[config.mk]
export PLATFORM = sky130hd
export DESIGN_NAME = filtered_period_counter
export DESIGN_NICKNAME = d
export VERILOG_FILES = /design/src/rtl/fpc_pkg.sv /design/src/rtl/filtered_period_counter.sv /design/src/rtl/fpc_cfg.sv /design/src/rtl/fpc_core.sv
export SDC_FILE = /design/constraint.sdc
export NUM_CORES = 1
export LEC_CHECK = 0
export ABC_CLOCK_PERIOD_IN_PS = 17210
export BUFFER_PORTS_ARGS = -buffer_cell sky130_fd_sc_hd__buf_2
export CORE_MARGIN = 8
export CORE_UTILIZATION = 68
export DETAILED_ROUTE_END_ITERATION = 10
export PLACE_DENSITY_LB_ADDON = 0.2
export SETUP_SLACK_MARGIN = 0.4
export SLEW_MARGIN = 20
export SYNTH_ARGS = -nofsm -noshare
export SYNTH_HDL_FRONTEND = slang
export SYNTH_SLANG_ARGS = --single-unit
[constraint.sdc]
create_clock -name clk -period 17.21 [get_ports clk]
set_input_delay 3.442 -clock clk [delete_from_list [all_inputs] [get_ports clk]]
set_output_delay 3.442 -clock clk [all_outputs]
set_load 0.005 [all_outputs]
[src/rtl/fpc_pkg.sv]
`timescale 1ns / 1ps
// ----------------------------------------------------------------------------
// fpc_pkg - shared types and constants of the filtered period counter
// Configuration register indexes, the configuration bundle and the result
// word that travels from the core to the output register.
// ----------------------------------------------------------------------------
package fpc_pkg;

	localparam int CFG_IDX_W  = 2;
	localparam int CFG_DATA_W = 16;

	// register indexes of the configuration port
	typedef enum logic [CFG_IDX_W-1:0] {
		REG_TIMEOUT  = 2'd0,
		REG_WINDOW   = 2'd1,
		REG_POLARITY = 2'd2,
		REG_AVERAGE  = 2'd3
	} cfg_idx_t;

	localparam logic [15:0] TIMEOUT_RESET = 16'd1000;
	localparam logic [18:0] PERIOD_MAX    = 19'h7FFFF;

	typedef struct packed {
		logic [15:0] timeout_ticks;
		logic [7:0]  stable_window;
		logic        rising_polarity;
		logic        average_enable;
	} cfg_t;

	typedef struct packed {
		logic        edge_seen;
		logic        second_edge_seen;
		logic [15:0] half_duration;
		logic        period_changed;
		logic [18:0] period_value;
		logic        measuring;
	} result_t;

endpackage

[src/rtl/filtered_period_counter.sv]
`timescale 1ns / 1ps
// ----------------------------------------------------------------------------
// filtered_period_counter - glitch filtered period counter
// Measures the period between chosen edges of a sampled pin, with optional
// window filter, averaging and timeout; one result word per sample word.
// ----------------------------------------------------------------------------
// Timing: the input register loads the sample word when it is accepted and holds
// it until the result register has room; out_valid rises when the result register loads.
// Throughput: one sample word per cycle while out_ready holds; a stalled output holds the word.
// Reset: arst_n clears all measurement state and empties both registers;
// configuration returns to timeout 1000, filter off, rising edges, no average.
module filtered_period_counter #(
	parameter int AVG_COUNT = 8
) (
	input  logic                            clk,
	input  logic                            arst_n,
	input  logic                            cfg_wr_en,
	input  logic [fpc_pkg::CFG_IDX_W-1:0]   cfg_index,
	input  logic [fpc_pkg::CFG_DATA_W-1:0]  cfg_data,
	input  logic                            in_valid,
	output logic                            in_ready,
	input  logic                            pin_level,
	output logic                            out_valid,
	input  logic                            out_ready,
	output logic                            edge_seen,
	output logic                            second_edge_seen,
	output logic [15:0]                     half_duration,
	output logic                            period_changed,
	output logic [18:0]                     period_value,
	output logic                            measuring
);
	import fpc_pkg::*;

	cfg_t    cfg;
	result_t res;
	result_t res_q;
	logic    valid_s1;
	logic    pin_s1;
	logic    out_valid_q;
	logic    adv;

	fpc_cfg u_cfg (
		.clk       (clk),
		.arst_n    (arst_n),
		.cfg_wr_en (cfg_wr_en),
		.cfg_index (cfg_index),
		.cfg_data  (cfg_data),
		.cfg       (cfg)
	);

	// move the held word into the result register when there is room
	assign adv      = valid_s1 && (!out_valid_q || out_ready);
	assign in_ready = !valid_s1 || adv;

	fpc_core #(
		.AVG_COUNT (AVG_COUNT)
	) u_core (
		.clk    (clk),
		.arst_n (arst_n),
		.step   (adv),
		.pin    (pin_s1),
		.cfg    (cfg),
		.res    (res)
	);

	// input register
	always_ff @(posedge clk or negedge arst_n) begin
		if (!arst_n) begin
			valid_s1 <= 1'b0;
		end else if (in_valid && in_ready) begin
			valid_s1 <= 1'b1;
		end else if (adv) begin
			valid_s1 <= 1'b0;
		end
	end

	always_ff @(posedge clk) begin
		if (in_valid && in_ready) begin
			pin_s1 <= pin_level;
		end
	end

	// result register
	always_ff @(posedge clk or negedge arst_n) begin
		if (!arst_n) begin
			out_valid_q <= 1'b0;
		end else if (adv) begin
			out_valid_q <= 1'b1;
		end else if (out_ready) begin
			out_valid_q <= 1'b0;
		end
	end

	always_ff @(posedge clk) begin
		if (adv) begin
			res_q <= res;
		end
	end

	assign out_valid        = out_valid_q;
	assign edge_seen        = res_q.edge_seen;
	assign second_edge_seen = res_q.second_edge_seen;
	assign half_duration    = res_q.half_duration;
	assign period_changed   = res_q.period_changed;
	assign period_value     = res_q.period_value;
	assign measuring        = res_q.measuring;

`ifndef SYNTHESIS
	a_hold_on_stall: assert property (@(posedge clk) disable iff (!arst_n)
		(valid_s1 && !adv) |=> valid_s1)
		else $error("held sample word lost while the output is stalled");

	a_result_follows: assert property (@(posedge clk) disable iff (!arst_n)
		adv |=> out_valid_q)
		else $error("result register not loaded after a core step");
`endif

endmodule

[src/rtl/fpc_cfg.sv]
`timescale 1ns / 1ps
// ----------------------------------------------------------------------------
// fpc_cfg - configuration register file
// Four write-only registers, loaded from the plain write port.
// ----------------------------------------------------------------------------
module fpc_cfg (
	input  logic                            clk,
	input  logic                            arst_n,
	input  logic                            cfg_wr_en,
	input  logic [fpc_pkg::CFG_IDX_W-1:0]   cfg_index,
	input  logic [fpc_pkg::CFG_DATA_W-1:0]  cfg_data,
	output fpc_pkg::cfg_t                   cfg
);
	import fpc_pkg::*;

	cfg_t cfg_q;

	// decode the index and load the addressed register
	always_ff @(posedge clk or negedge arst_n) begin
		if (!arst_n) begin
			cfg_q.timeout_ticks   <= TIMEOUT_RESET;
			cfg_q.stable_window   <= '0;
			cfg_q.rising_polarity <= 1'b1;
			cfg_q.average_enable  <= 1'b0;
		end else if (cfg_wr_en) begin
			unique case (cfg_idx_t'(cfg_index))
				REG_TIMEOUT:  cfg_q.timeout_ticks   <= cfg_data;
				REG_WINDOW:   cfg_q.stable_window   <= cfg_data[7:0];
				REG_POLARITY: cfg_q.rising_polarity <= cfg_data[0];
				REG_AVERAGE:  cfg_q.average_enable  <= cfg_data[0];
				default: ;
			endcase
		end
	end

	assign cfg = cfg_q;

endmodule

[src/rtl/fpc_core.sv]
`timescale 1ns / 1ps
// ----------------------------------------------------------------------------
// fpc_core - measurement state and single-pass update
// Holds the tick counter, glitch filter window, edge timing and averaging
// state; one pin sample is folded in whenever step is high.
// ----------------------------------------------------------------------------
module fpc_core #(
	parameter int AVG_COUNT = 8
) (
	input  logic             clk,
	input  logic             arst_n,
	input  logic             step,
	input  logic             pin,
	input  fpc_pkg::cfg_t    cfg,
	output fpc_pkg::result_t res
);
	import fpc_pkg::*;

	localparam int          IdxW    = (AVG_COUNT > 1) ? $clog2(AVG_COUNT) : 1;
	localparam logic [IdxW-1:0] IdxLast = IdxW'(AVG_COUNT - 1);
	localparam logic [19:0] AvgMul  = 20'(AVG_COUNT);

	logic            last_q, last_d;
	logic [15:0]     tick_q, tick_d;
	logic [7:0]      phase_q, phase_d;
	logic            ready_q, ready_d;
	logic [7:0]      chg_cnt_q, chg_cnt_d;
	logic [15:0]     first_q, first_d;
	logic [15:0]     origin_q, origin_d;
	logic            start_lvl_q, start_lvl_d;
	logic [19:0]     sum_q, sum_d;
	logic [IdxW-1:0] idx_q, idx_d;
	logic [19:0]     rep_q, rep_d;
	logic [15:0]     dur_q, dur_d;

	logic            edge_w, second_w, chg_w;
	logic            level_change;
	logic            dlv_en, rep_en;
	logic [15:0]     dlv_ticks;
	logic [19:0]     rep_val, sum_new;
	logic [15:0]     tick_base, tick_inc;
	logic [7:0]      phase_base;
	logic [8:0]      phase_inc;

	assign level_change = (pin != last_q);

	// next state for one sample
	always_comb begin
		last_d      = last_q;
		tick_d      = tick_q;
		phase_d     = phase_q;
		ready_d     = ready_q;
		chg_cnt_d   = chg_cnt_q;
		first_d     = first_q;
		origin_d    = origin_q;
		start_lvl_d = start_lvl_q;
		sum_d       = sum_q;
		idx_d       = idx_q;
		rep_d       = rep_q;
		dur_d       = dur_q;
		edge_w      = 1'b0;
		second_w    = 1'b0;
		chg_w       = 1'b0;
		dlv_en      = 1'b0;
		dlv_ticks   = '0;
		rep_en      = 1'b0;
		rep_val     = '0;
		sum_new     = '0;
		tick_base   = tick_q;
		phase_base  = phase_q;
		tick_inc    = '0;
		phase_inc   = '0;

		if (step) begin
			last_d = pin;

			// edge detection: filtered windows or raw edges
			if (cfg.stable_window != '0) begin
				if (level_change) begin
					if (chg_cnt_q == '0)
						first_d = tick_q;
					chg_cnt_d = chg_cnt_q + 8'd1;
				end
				if (phase_q == '0) begin
					start_lvl_d = level_change ? ~pin : pin;
				end else if (phase_q == cfg.stable_window - 8'd1) begin
					if (chg_cnt_d[0] && (start_lvl_q != pin)) begin
						if (pin == cfg.rising_polarity) begin
							edge_w = 1'b1;
							if (ready_q) begin
								dlv_en     = 1'b1;
								dlv_ticks  = first_d - origin_q;
								origin_d   = first_d - tick_q;
								tick_base  = '0;
								phase_base = '0;
							end else begin
								ready_d  = 1'b1;
								origin_d = first_d;
							end
						end else begin
							dur_d    = tick_q - origin_q;
							second_w = 1'b1;
						end
					end
					chg_cnt_d = '0;
				end
			end else if (level_change && (pin == cfg.rising_polarity)) begin
				edge_w = 1'b1;
				if (ready_q) begin
					dlv_en    = 1'b1;
					dlv_ticks = tick_q;
				end else begin
					ready_d = 1'b1;
				end
				tick_base  = '0;
				phase_base = '0;
			end

			// advance the tick counter and the window phase
			tick_inc  = tick_base + 16'd1;
			phase_inc = {1'b0, phase_base} + 9'd1;
			tick_d    = tick_inc;
			if ((tick_inc == '0) || (cfg.stable_window == '0) ||
			    (phase_inc >= {1'b0, cfg.stable_window}))
				phase_d = '0;
			else
				phase_d = phase_inc[7:0];

			// hand the period to the scaler or the running sum
			if (dlv_en) begin
				if (!cfg.average_enable) begin
					rep_en  = 1'b1;
					rep_val = {4'b0, dlv_ticks} * AvgMul;
				end else begin
					sum_new = sum_q + {4'b0, dlv_ticks};
					if (idx_q >= IdxLast) begin
						rep_en  = 1'b1;
						rep_val = sum_new;
						sum_d   = '0;
						idx_d   = '0;
					end else begin
						sum_d = sum_new;
						idx_d = idx_q + IdxW'(1);
					end
				end
			end

			// report only on change
			if (rep_en && (rep_val != rep_q)) begin
				rep_d = rep_val;
				chg_w = 1'b1;
			end

			// drop the measurement state once the timeout is passed (last pin level, start level and half duration are kept)
			if (tick_inc > cfg.timeout_ticks) begin
				tick_d    = '0;
				phase_d   = '0;
				ready_d   = 1'b0;
				chg_cnt_d = '0;
				first_d   = '0;
				origin_d  = '0;
				idx_d     = '0;
				sum_d     = '0;
				if (rep_d != '0) begin
					rep_d = '0;
					chg_w = 1'b1;
				end
			end
		end
	end

	// state registers
	always_ff @(posedge clk or negedge arst_n) begin
		if (!arst_n) begin
			last_q      <= 1'b0;
			tick_q      <= '0;
			phase_q     <= '0;
			ready_q     <= 1'b0;
			chg_cnt_q   <= '0;
			first_q     <= '0;
			origin_q    <= '0;
			start_lvl_q <= 1'b0;
			sum_q       <= '0;
			idx_q       <= '0;
			rep_q       <= '0;
			dur_q       <= '0;
		end else begin
			last_q      <= last_d;
			tick_q      <= tick_d;
			phase_q     <= phase_d;
			ready_q     <= ready_d;
			chg_cnt_q   <= chg_cnt_d;
			first_q     <= first_d;
			origin_q    <= origin_d;
			start_lvl_q <= start_lvl_d;
			sum_q       <= sum_d;
			idx_q       <= idx_d;
			rep_q       <= rep_d;
			dur_q       <= dur_d;
		end
	end

	// result word, saturating the period to the output width
	always_comb begin
		res.edge_seen        = edge_w;
		res.second_edge_seen = second_w;
		res.half_duration    = dur_d;
		res.period_changed   = chg_w;
		res.period_value     = rep_d[19] ? PERIOD_MAX : rep_d[18:0];
		res.measuring        = ready_d;
	end

`ifndef SYNTHESIS
	a_edges_exclusive: assert property (@(posedge clk) disable iff (!arst_n)
		!(edge_w && second_w))
		else $error("measuring and opposite edge in the same sample");

	a_index_bound: assert property (@(posedge clk) disable iff (!arst_n)
		idx_q <= IdxLast)
		else $error("average index beyond the averaging count");

	a_no_silent_change: assert property (@(posedge clk) disable iff (!arst_n)
		(step && !chg_w) |=> (rep_q == $past(rep_q)))
		else $error("reported period moved without a change flag");
`endif

endmodule
=== Yosys cells after proc, flatten, opt, wreduce, memory -nomap -nowiden ===
Index checks and enable logic that the tools add are counted.

* Memories: 0
* Bits in read-only memories: 0
* Memory bits (writable): 0
* Latch bits: 0
* Output and inout port bits: 41
* Flip-flop bits (word level): 194
* Bits of input ports: 24
* Word-level logic and storage cells: 191

* Reductions and logical operators: 35
* Order comparisons: 3
* Bitwise gates (word level): 4
* Shifts and indexed selects: 0
* Divide/modulo/power cells: 0
* Add/sub/neg operators: 9
* Equal/unequal tests: 9
* Mux-type cells: 106
* $mul: 0

{| class="wikitable"
|+ Operators with widths
! kind !! number
|-
| 2-to-1 mux 16 bit || 37
|-
| 2-to-1 mux 20 bit || 13
|-
| 2-to-1 mux 8 bit || 17
|-
| subtractor 16 bit || 3
|-
| 2-to-1 mux 1 bit || 35
|-
| zero test 8 bit || 3
|-
| adder 20 x 16 -> 20 bit || 1
|-
| inequality test 20 bit || 1
|-
| nonzero test 20 bit || 1
|-
| adder 16 x 1 -> 16 bit, second input constant || 1
|-
| > comparator 16 bit || 1
|-
| zero test 16 bit || 1
|-
| nonzero test 2 bit || 8
|-
| 2-to-1 mux 3 bit || 4
|-
| AND reduction 2 bit || 5
|-
| adder 8 x 1 -> 9 bit, second input constant || 1
|-
| greater-or-equal comparator 9 x 8 -> 1 bit || 1
|-
| adder 8 x 1 -> 8 bit, second input constant || 1
|-
| == test 8 bit || 1
|-
| nonzero test 8 bit || 1
|-
| subtractor 8 x 1 -> 8 bit, second input constant || 1
|-
| AND reduction 3 bit || 2
|-
| AND reduction 6 bit || 1
|-
| logical AND 1 bit || 5
|-
| other kinds (12) || 21
|}

=== Logic depth before layout (Yosys ltp) ===
Gate-level depths: netlist (run 1).

* Word-level depth: 26
* Depth in mapped cells: 33
* Depth with buffers taken out: 30

=== By module ===
From an unflattened synthesis (run 1), not the netlist that was laid out.

* Cell total of the unflattened synthesis: 1560
* Area total of the unflattened synthesis: 13847.0 sq um

{| class="wikitable"
|+ By module, submodules not included
! module !! area each (sq um) !! sequential area each (sq um) !! cells each !! times used
|-
| fpc_core || 11539.8 || 3153.0 || 1455 || 1
|-
| filtered_period_counter || 1305.0 || 1251.2 || 48 || 1
|-
| fpc_cfg || 1002.2 || 659.4 || 57 || 1
|}

=== Worst setup path after synthesis (run 1) ===
No wires, ideal clock.

* Path kind: input -> output
* From: in out_ready
* To: out in_ready
* Buffers on the path: 0
* Required time: 13.768 ns
* Setup slack: 10.152 ns
* Stages: 1
* Arrival time: 3.616 ns
* Cells stage by stage: nand3b_1

* Word-level cells in the longest chain between the ends: 3

{| class="wikitable"
|+ Ends and longest elaborated chain
! element !! RTL line !! text
|-
| start, declared || filtered_period_counter.sv:24 || <nowiki>input logic out_ready,</nowiki>
|-
| logical OR 1 bit || filtered_period_counter.sv:52 || <nowiki>assign adv = valid_s1 && (!out_valid_q || out_ready);</nowiki>
|-
| logical AND 1 bit || filtered_period_counter.sv:52 ||
|-
| logical OR 1 bit || filtered_period_counter.sv:53 || <nowiki>assign in_ready = !valid_s1 || adv;</nowiki>
|-
| end, declared || filtered_period_counter.sv:21 || <nowiki>output logic in_ready,</nowiki>
|}

No other way between the ends.

=== Worst setup path in the final report (run 1) ===
* From: reg pin_s1
* To: reg res_q, in the netlist period_value[5], data pin

* Word-level cells in the longest chain between the ends: 25
* Elaborated cells between the ends (all ways): 51
* Those cells by class: 3 x add/sub; 1 x order compare; 4 x eq/ne; 39 x mux; 4 x reduce/logical

{| class="wikitable"
|+ Ends and longest elaborated chain
! element !! RTL line !! text
|-
| start, declared || filtered_period_counter.sv:38 || <nowiki>logic pin_s1;</nowiki>
|-
| start signal, assigned || filtered_period_counter.sv:79 || <nowiki>pin_s1 <= pin_level;</nowiki>
|-
| inequality test 1 bit || fpc_core.sv:45 || <nowiki>assign level_change = (pin != last_q);</nowiki>
|-
| 2-to-1 mux 16 bit || fpc_core.sv:79 || <nowiki>if (level_change) begin</nowiki>
|-
| 2-to-1 mux 16 bit || fpc_core.sv:78 || <nowiki>if (cfg.stable_window != '0) begin</nowiki>
|-
| 2-to-1 mux 16 bit || fpc_core.sv:74 || <nowiki>if (step) begin</nowiki>
|-
| subtractor 16 bit || fpc_core.sv:92 || <nowiki>dlv_ticks = first_d - origin_q;</nowiki>
|-
| 2-to-1 mux 16 bit || fpc_core.sv:90 || <nowiki>if (ready_q) begin</nowiki>
|-
| 2-to-1 mux 16 bit || fpc_core.sv:88 || <nowiki>if (pin == cfg.rising_polarity) begin</nowiki>
|-
| 2-to-1 mux 16 bit || fpc_core.sv:87 || <nowiki>if (chg_cnt_d[0] && (start_lvl_q != pin)) begin</nowiki>
|-
| (+9 left out) || n/a ||
|-
| inequality test 20 bit || fpc_core.sv:149 || <nowiki>if (rep_en && (rep_val != rep_q)) begin</nowiki>
|-
| logical AND 1 bit || fpc_core.sv:149 ||
|-
| 2-to-1 mux 20 bit || fpc_core.sv:149 ||
|-
| 2-to-1 mux 20 bit || fpc_core.sv:74 ||
|-
| nonzero test 20 bit || fpc_core.sv:164 || <nowiki>if (rep_d != '0) begin</nowiki>
|-
| 2-to-1 mux 20 bit || fpc_core.sv:164 ||
|-
| 2-to-1 mux 20 bit (*) || fpc_core.sv:155 || <nowiki>if (tick_inc > cfg.timeout_ticks) begin</nowiki>
|-
| 2-to-1 mux 20 bit (*) || fpc_core.sv:74 ||
|-
| end signal, assigned || filtered_period_counter.sv:96 || <nowiki>res_q <= res;</nowiki>
|-
| end, declared || filtered_period_counter.sv:36 || <nowiki>result_t res_q;</nowiki>
|}

Every way passes the cells marked *; elsewhere a longest branch is shown, timed or not. The select of a mux whose other input is x is not followed.
A chain may end at the register's enable or synchronous reset.

==> results of run 1 <==
[logic make-up after synthesis]
group | after synthesis
xor gates and xnor gates | 83
and+or+nand+nor | 560
buffers and inverters | 162
AOI/OAI and AO/OA | 477
muxes | 20
adders and majority gates | 99
DFF | 194
[path summary, 6_finish.rpt]
path	start	end	slack [ps]	depth (start not counted)
worst max-delay path	pin_s1	period_value[5]	8920	27
worst min-delay path	u_core.dur_q[3]	u_core.dur_q[3]	480	2
worst max register to register	pin_s1	period_value[5]	8920	27
worst min register to register	u_core.dur_q[3]	u_core.dur_q[3]	480	2
max in group asynchronous	arst_n	u_core.rep_q[18]	12970	2
min in group asynchronous	arst_n	u_core.chg_cnt_q[6]	2980	1
[synth_stat cells, drive strengths merged (28+ instances only)]
master	instances
clkbuf	43
ha	95
nand3	51
xor2	35
a21oi	80
xnor2	48
inv	103
nor3	32
nand2	232
dfrtp	147
a21o	28
nand2b	30
o21ai	169
edfxtp	40
nor2	103
[layer usage]
metal	up-vias	wire (um)	global-route usage
li1	5869	-	-
met4	0	2400	0.179
met5	-	0	0
met1	6080	16800	0.442
met2	818	19700	0.569
met3	190	4360	0.0746
[power breakdown]
| group | internal [mW] | switching, mW |
|---|---|---|
| Sequential | 0.527 | 0.0765 |
| Combinational | 0.429 | 0.657 |
| Clock | 0.197 | 0.209 |
| Total | 1.15 | 0.943 |
[worst register-to-register path, cell delays in order, from the launching register on]
cell and delay [ps]:
edfxtp_1 550, xor2_1 630, nand3_1 140, buf_4 280, a21oi_1 350, ha_1 260
fa_1 230, nor2b_1 80, o2111ai_1 290, a31oi_1 170, o21a_1 250, o21a_1 190
or3_1 360, a32o_1 360, ha_1 360, nand4_1 130, or2_2 320, o2111a_1 240
nor3_1 570, o32ai_1 230, a221oi_1 300, a31oi_1 90, a2111oi_0 380, and4_4 350
a21oi_2 180, a32oi_1 280, buf_4 270, o311ai_1 160
[layout make-up]
class / instances / area (um2) / area share
Clock inverter: 14 / 165 / 0.0110
Multi-Input combinational cell: 1239 / 8120 / 0.543
Inverter: 106 / 398 / 0.0266
Timing Repair Buffer: 79 / 443 / 0.0296
Clock buffer: 18 / 429 / 0.0287
Sequential cell: 194 / 5060 / 0.339
Tap cell: 270 / 338 / 0.0226
[sequential cells by signal (all words and copies together), names as in the netlist, 16 cells and up]
name and count:
u_cfg.cfg 26, u_core.rep_q 20, u_core.sum_q 20, period_value 19, half_duration 16, u_core.dur_q 16, u_core.first_q 16, u_core.origin_q 16
u_core.tick_q 16
[per-stage QoR]
step	hold WS, ps	util	area [um2]	power [mW]
after global placement	460	0.713	14300	1.62
after floorplan	441	-	13800	1.39
after detailed placement	464	0.713	14300	1.65
final	483	0.744	15000	2.10
after global routing	495	0.744	15000	2.22
after CTS	481	0.743	14900	2.06
==> metrics.yaml, run 1 <==
crit_path_start_kind: "register"
cts.sinks: 194
drc: 0
post-place-ws_ps: 9150
cp-end-kind: "register"
synth_compound_area_frac: 0.232
status: "finished, final reports clean"
clock_skew_ps: 18.2
dp_cells: 1887
drt-initial-drc-count: 1469
grt_max_degree: 83
peakVddDrop_mv: 0.115
synthMuxAreaShare: 0.0167
ys.flop_type: "dfrtp_1"
grt_pass1_wl_um: 68300
syn_area_um2: 13800
path_class: "reg -> reg"
critical_path_buf_inv_count: 2
final_common_cell: "nand2_1"
tns_ps: 0
critPathTopFamily: "compound AO/OA/AOI/OAI gates"
worstPathMaxFanout: 38
clk_pin_slew_worst_paths_ps: 80
num_rows: 52
post_cts_buffers: 0
syn_nets: 1718
dr.pass1.iters: 6
synth-async-reset-ratio: 0.794
final_cells: 1920
detail_route.wl_per_cell_um: 22.5
critPathArrivalTime_ps: 8460
n_antenna_cell: 0
area_growth_pct: 8.37
relSlewSlack: 0.320
synthAdderAreaFrac: 0.0919
io_pins: 65
vias_per_cell: 6.75
power.density_nw_per_um2: 140
cts_hold_buf: 0
clock_path_buffers: 2
drive_gt1_frac: 0.110
finalCriticalPeriod_ps: 8290
hold_viol_final: 0
yosys-top-cells-area: "dfrtp_1 (27%), edfxtp_1 (8.7%), ha_1 (8.6%), nand2_1 (6.3%), o21ai_0 (5.8%)"
synth.largest_area_cell: "dfrtp_1"
min_period_over_period: 0.482
yosysTopAreaCellShare: 0.267
synth_cells: 1595
min_path_type: "reg -> reg"
fmax_mhz: 121
synth_top_family_by_area: "compound AO/OA/AOI/OAI gates"
synth-xor-area-share: 0.0532
drv_slew: 0
yosys.cell_types.count: 96
leakagePower_nw: 6.57
hpwl_um: 32300
antenna_left: 0
synth.yosys.warnings: 0
cts_tree: "done"
antenna_found_initial: 0
die_y_um: 158
synth_seq_cells: 194
numCtsBuffers: 17
grt_overflow: 0
syn_avg_cell_area_um2: 8.65
grt_setup_unrepaired: "false"
tightestPinTransition_ps: 1010
cts_resized: 0
slowest_delay_ps: 630
maxCapViolations: 0
gp_congestion: 1.10
cts_root_buf: "clkbuf_16"
htreeDepth: 4
core_area_um2: 20100
insertion_delay_ps: 450
port-buffer-count: 64
final_cell_mix: "nand2_1 (231), o21ai_0 (160), dfrtp_1 (147), inv_1 (103), nor2_1 (102)"
dieArea_um2: 25100
fin_nets: 1760
cp_slowest_cell: "xor2_1"
synth_edf_count: 40
fillers: 1489
num_vias: 13000
grt_pass1_vias: 12500
synthSimpleGateAreaFrac: 0.193
gr-usage-all-layers: 0.353
die_w_um: 158
start_util: 0.686
required_ps: 17380
synth.yosys.seq_area_share: 0.367
setup_viol: 0
wirelength_um: 43300
fin_ws_ps: 8920
Note: power is estimated with default switching activity, not from simulation.
==> run 2, diff against run 1 <==
ABC_CLOCK_PERIOD_IN_PS = 7900   (was 17210)
CORE_UTILIZATION = 63   (was 68)
clock period = 7.9 ns   (was 17.21 ns; I/O delays follow)
==> metrics.yaml, run 2 (synthesized netlist as in run 1, its figures left out) <==
num_vias: 12700  # -1.9%
dr.pass1.iters: 8  # +2
drive_gt1_frac: 0.126  # +0.0165
relSlewSlack: 0.302  # -0.0184
largest_reg_flops: 26  # unchanged
cts_root_buf: "clkbuf_16"
tns_ps: 0  # unchanged
die_y_um: 164  # +3.5%
leakagePower_nw: 6.68  # +1.8%
power.total_mw: 4.56  # +120%
hpwl_um: 31500  # -2.2%
detail_route.wl_per_cell_um: 21.5  # -4.8%
final_util: 0.700  # -0.0437
multi_input_area_um2: 8170  # +0.69%
grt_overflow: 0  # unchanged
drt-initial-drc-count: 1136  # -23%
antenna_left: 0  # unchanged
hold_viol_final: 0  # unchanged
tightestPinTransition_ps: 1040  # +35.3 ps
wirelength_um: 41900  # -3.2%
min_path_type: "reg -> reg"
peakVddDrop_mv: 0.241  # +110%
critPathArrivalTime_ps: 7290  # -1170 ps
required_ps: 8070  # -9310 ps
io_pins: 65  # unchanged
slowest_delay_ps: 540  # -90 ps
dieArea_um2: 26900  # +7.1%
grt_setup_unrepaired: "false"
gr-usage-all-layers: 0.314  # -0.0383
seq_area_um2: 5060  # unchanged
start_util: 0.636  # -0.0501
fin_nets: 1782  # +1.3%
fin_ws_ps: 782  # -8140 ps
die_w_um: 164  # +3.5%
final_cell_mix: "nand2_1 (230), o21ai_0 (156), dfrtp_1 (147), inv_1 (103), nor2_1 (102)"
fillers: 1750  # +18%
path_class: "reg -> reg"
antenna_found_initial: 1  # +1
crit_path_start_kind: "register"
dp_cells: 1916  # +1.5%
cp_slowest_cell: "edfxtp_1"
n_antenna_cell: 0  # unchanged
finalCriticalPeriod_ps: 7120  # -1170 ps
clk_pin_slew_worst_paths_ps: 70  # about the same
core_area_um2: 21700  # +7.9%
cp-end-kind: "register"
grt_pass1_wl_um: 66700  # -2.4%
cts.sinks: 194  # unchanged
fmax_mhz: 140  # +16%
post-place-ws_ps: 381  # -8770 ps
maxCapViolations: 0  # unchanged
clock_path_buffers: 2  # unchanged
final_cells: 1952  # +1.7%
drc: 0  # unchanged
cp_common_cell: "o21a_1"
insertion_delay_ps: 450  # about the same
port-buffer-count: 64  # unchanged
cts_tree: "done"
num_rows: 54  # +3.8%
final_common_cell: "nand2_1"
area_growth_pct: 10.0
min_period_over_period: 0.901  # +0.419
power.density_nw_per_um2: 300  # +110%
status: "finished, final reports clean"
grt_max_degree: 94  # +13%
setup_viol: 0  # unchanged
grt_pass1_vias: 12400  # -1.3%
worstPathMaxFanout: 38  # unchanged
gp_congestion: 1.01  # -8.3%
htreeDepth: 4  # unchanged
vias_per_cell: 6.51  # -3.5%
numCtsBuffers: 17  # unchanged
drv_slew: 0  # unchanged
clock_skew_ps: 15.0  # -3.24 ps
==> run 2: cell types whose count changed in the layout (fill, tap and decap cells not counted), sizes merged <==
cell / delta
buf: +21
clkbuf: +2
clkinv: -1
==> run 2: worst max-delay path, delay by kind of cell (launching register included) <==
family | cells | cell delay [ps]
AO/OA/AOI/OAI | 15 | 2890
XOR/XNOR | 2 | 530
adder cells (fa/ha/maj) | 3 | 1050
buffers and inverters | 3 | 500
flip-flops | 1 | 540
AND/OR/NAND/NOR | 7 | 1340
==> run 2: final timing paths <==
check,startpoint,to,slack [ps],depth (start not counted)
min in group asynchronous,arst_n,u_core.dur_q[10],1210,1
min reg2reg,u_core.dur_q[6],u_core.dur_q[6],480,2
max reg2reg,pin_s1,period_value[3],780,30
max,pin_s1,period_value[3],780,30
max in group asynchronous,arst_n,u_core.origin_q[14],5330,2
min,u_core.dur_q[6],u_core.dur_q[6],480,2
==> run 2: cell type report <==
type,count,share of cell area
clock buffers,19,0.0285
inverters,106,0.0262
repair buffers,101,0.0417
clock inverters,13,0.00882
multi-input cells,1239,0.538
flip-flops and latches,194,0.333
well taps,280,0.0231
==> run 2: what timing repair did <==
action	in CTS	in global routing
hold buffers	0	0
gates cloned	0	1
resized for setup	1	18
endpoints found under the hold margin	0	0
endpoints found under the setup margin	9	41
buffers inserted	0	3
pin swaps	0	6
==> run 2: through the flow <==
stage                     instance area, um2  hold slack [ps]
final                                  15200              481
after global placement                 14500              461
after detailed placement               14500              463
after global routing                   15200              510
after floorplan                        13800              441
after CTS                              15100              481
==> run 2: report_power, final <==
part | internal [mW] | leakage (nW) | total [mW] | switching [mW]
Clock | 0.422 | 0.279 | 0.859 | 0.437
Sequential | 1.15 | 2.46 | 1.27 | 0.126
Combinational | 0.968 | 3.94 | 2.42 | 1.45
==> run 2: layer usage <==
layer	vias to the layer above	GRT usage	share of wire
met3	144	0.0534	0.080
li1	5890	-	-
met1	6052	0.402	0.41
met5	-	0	0.00031
met2	623	0.510	0.45
met4	2	0.155	0.053
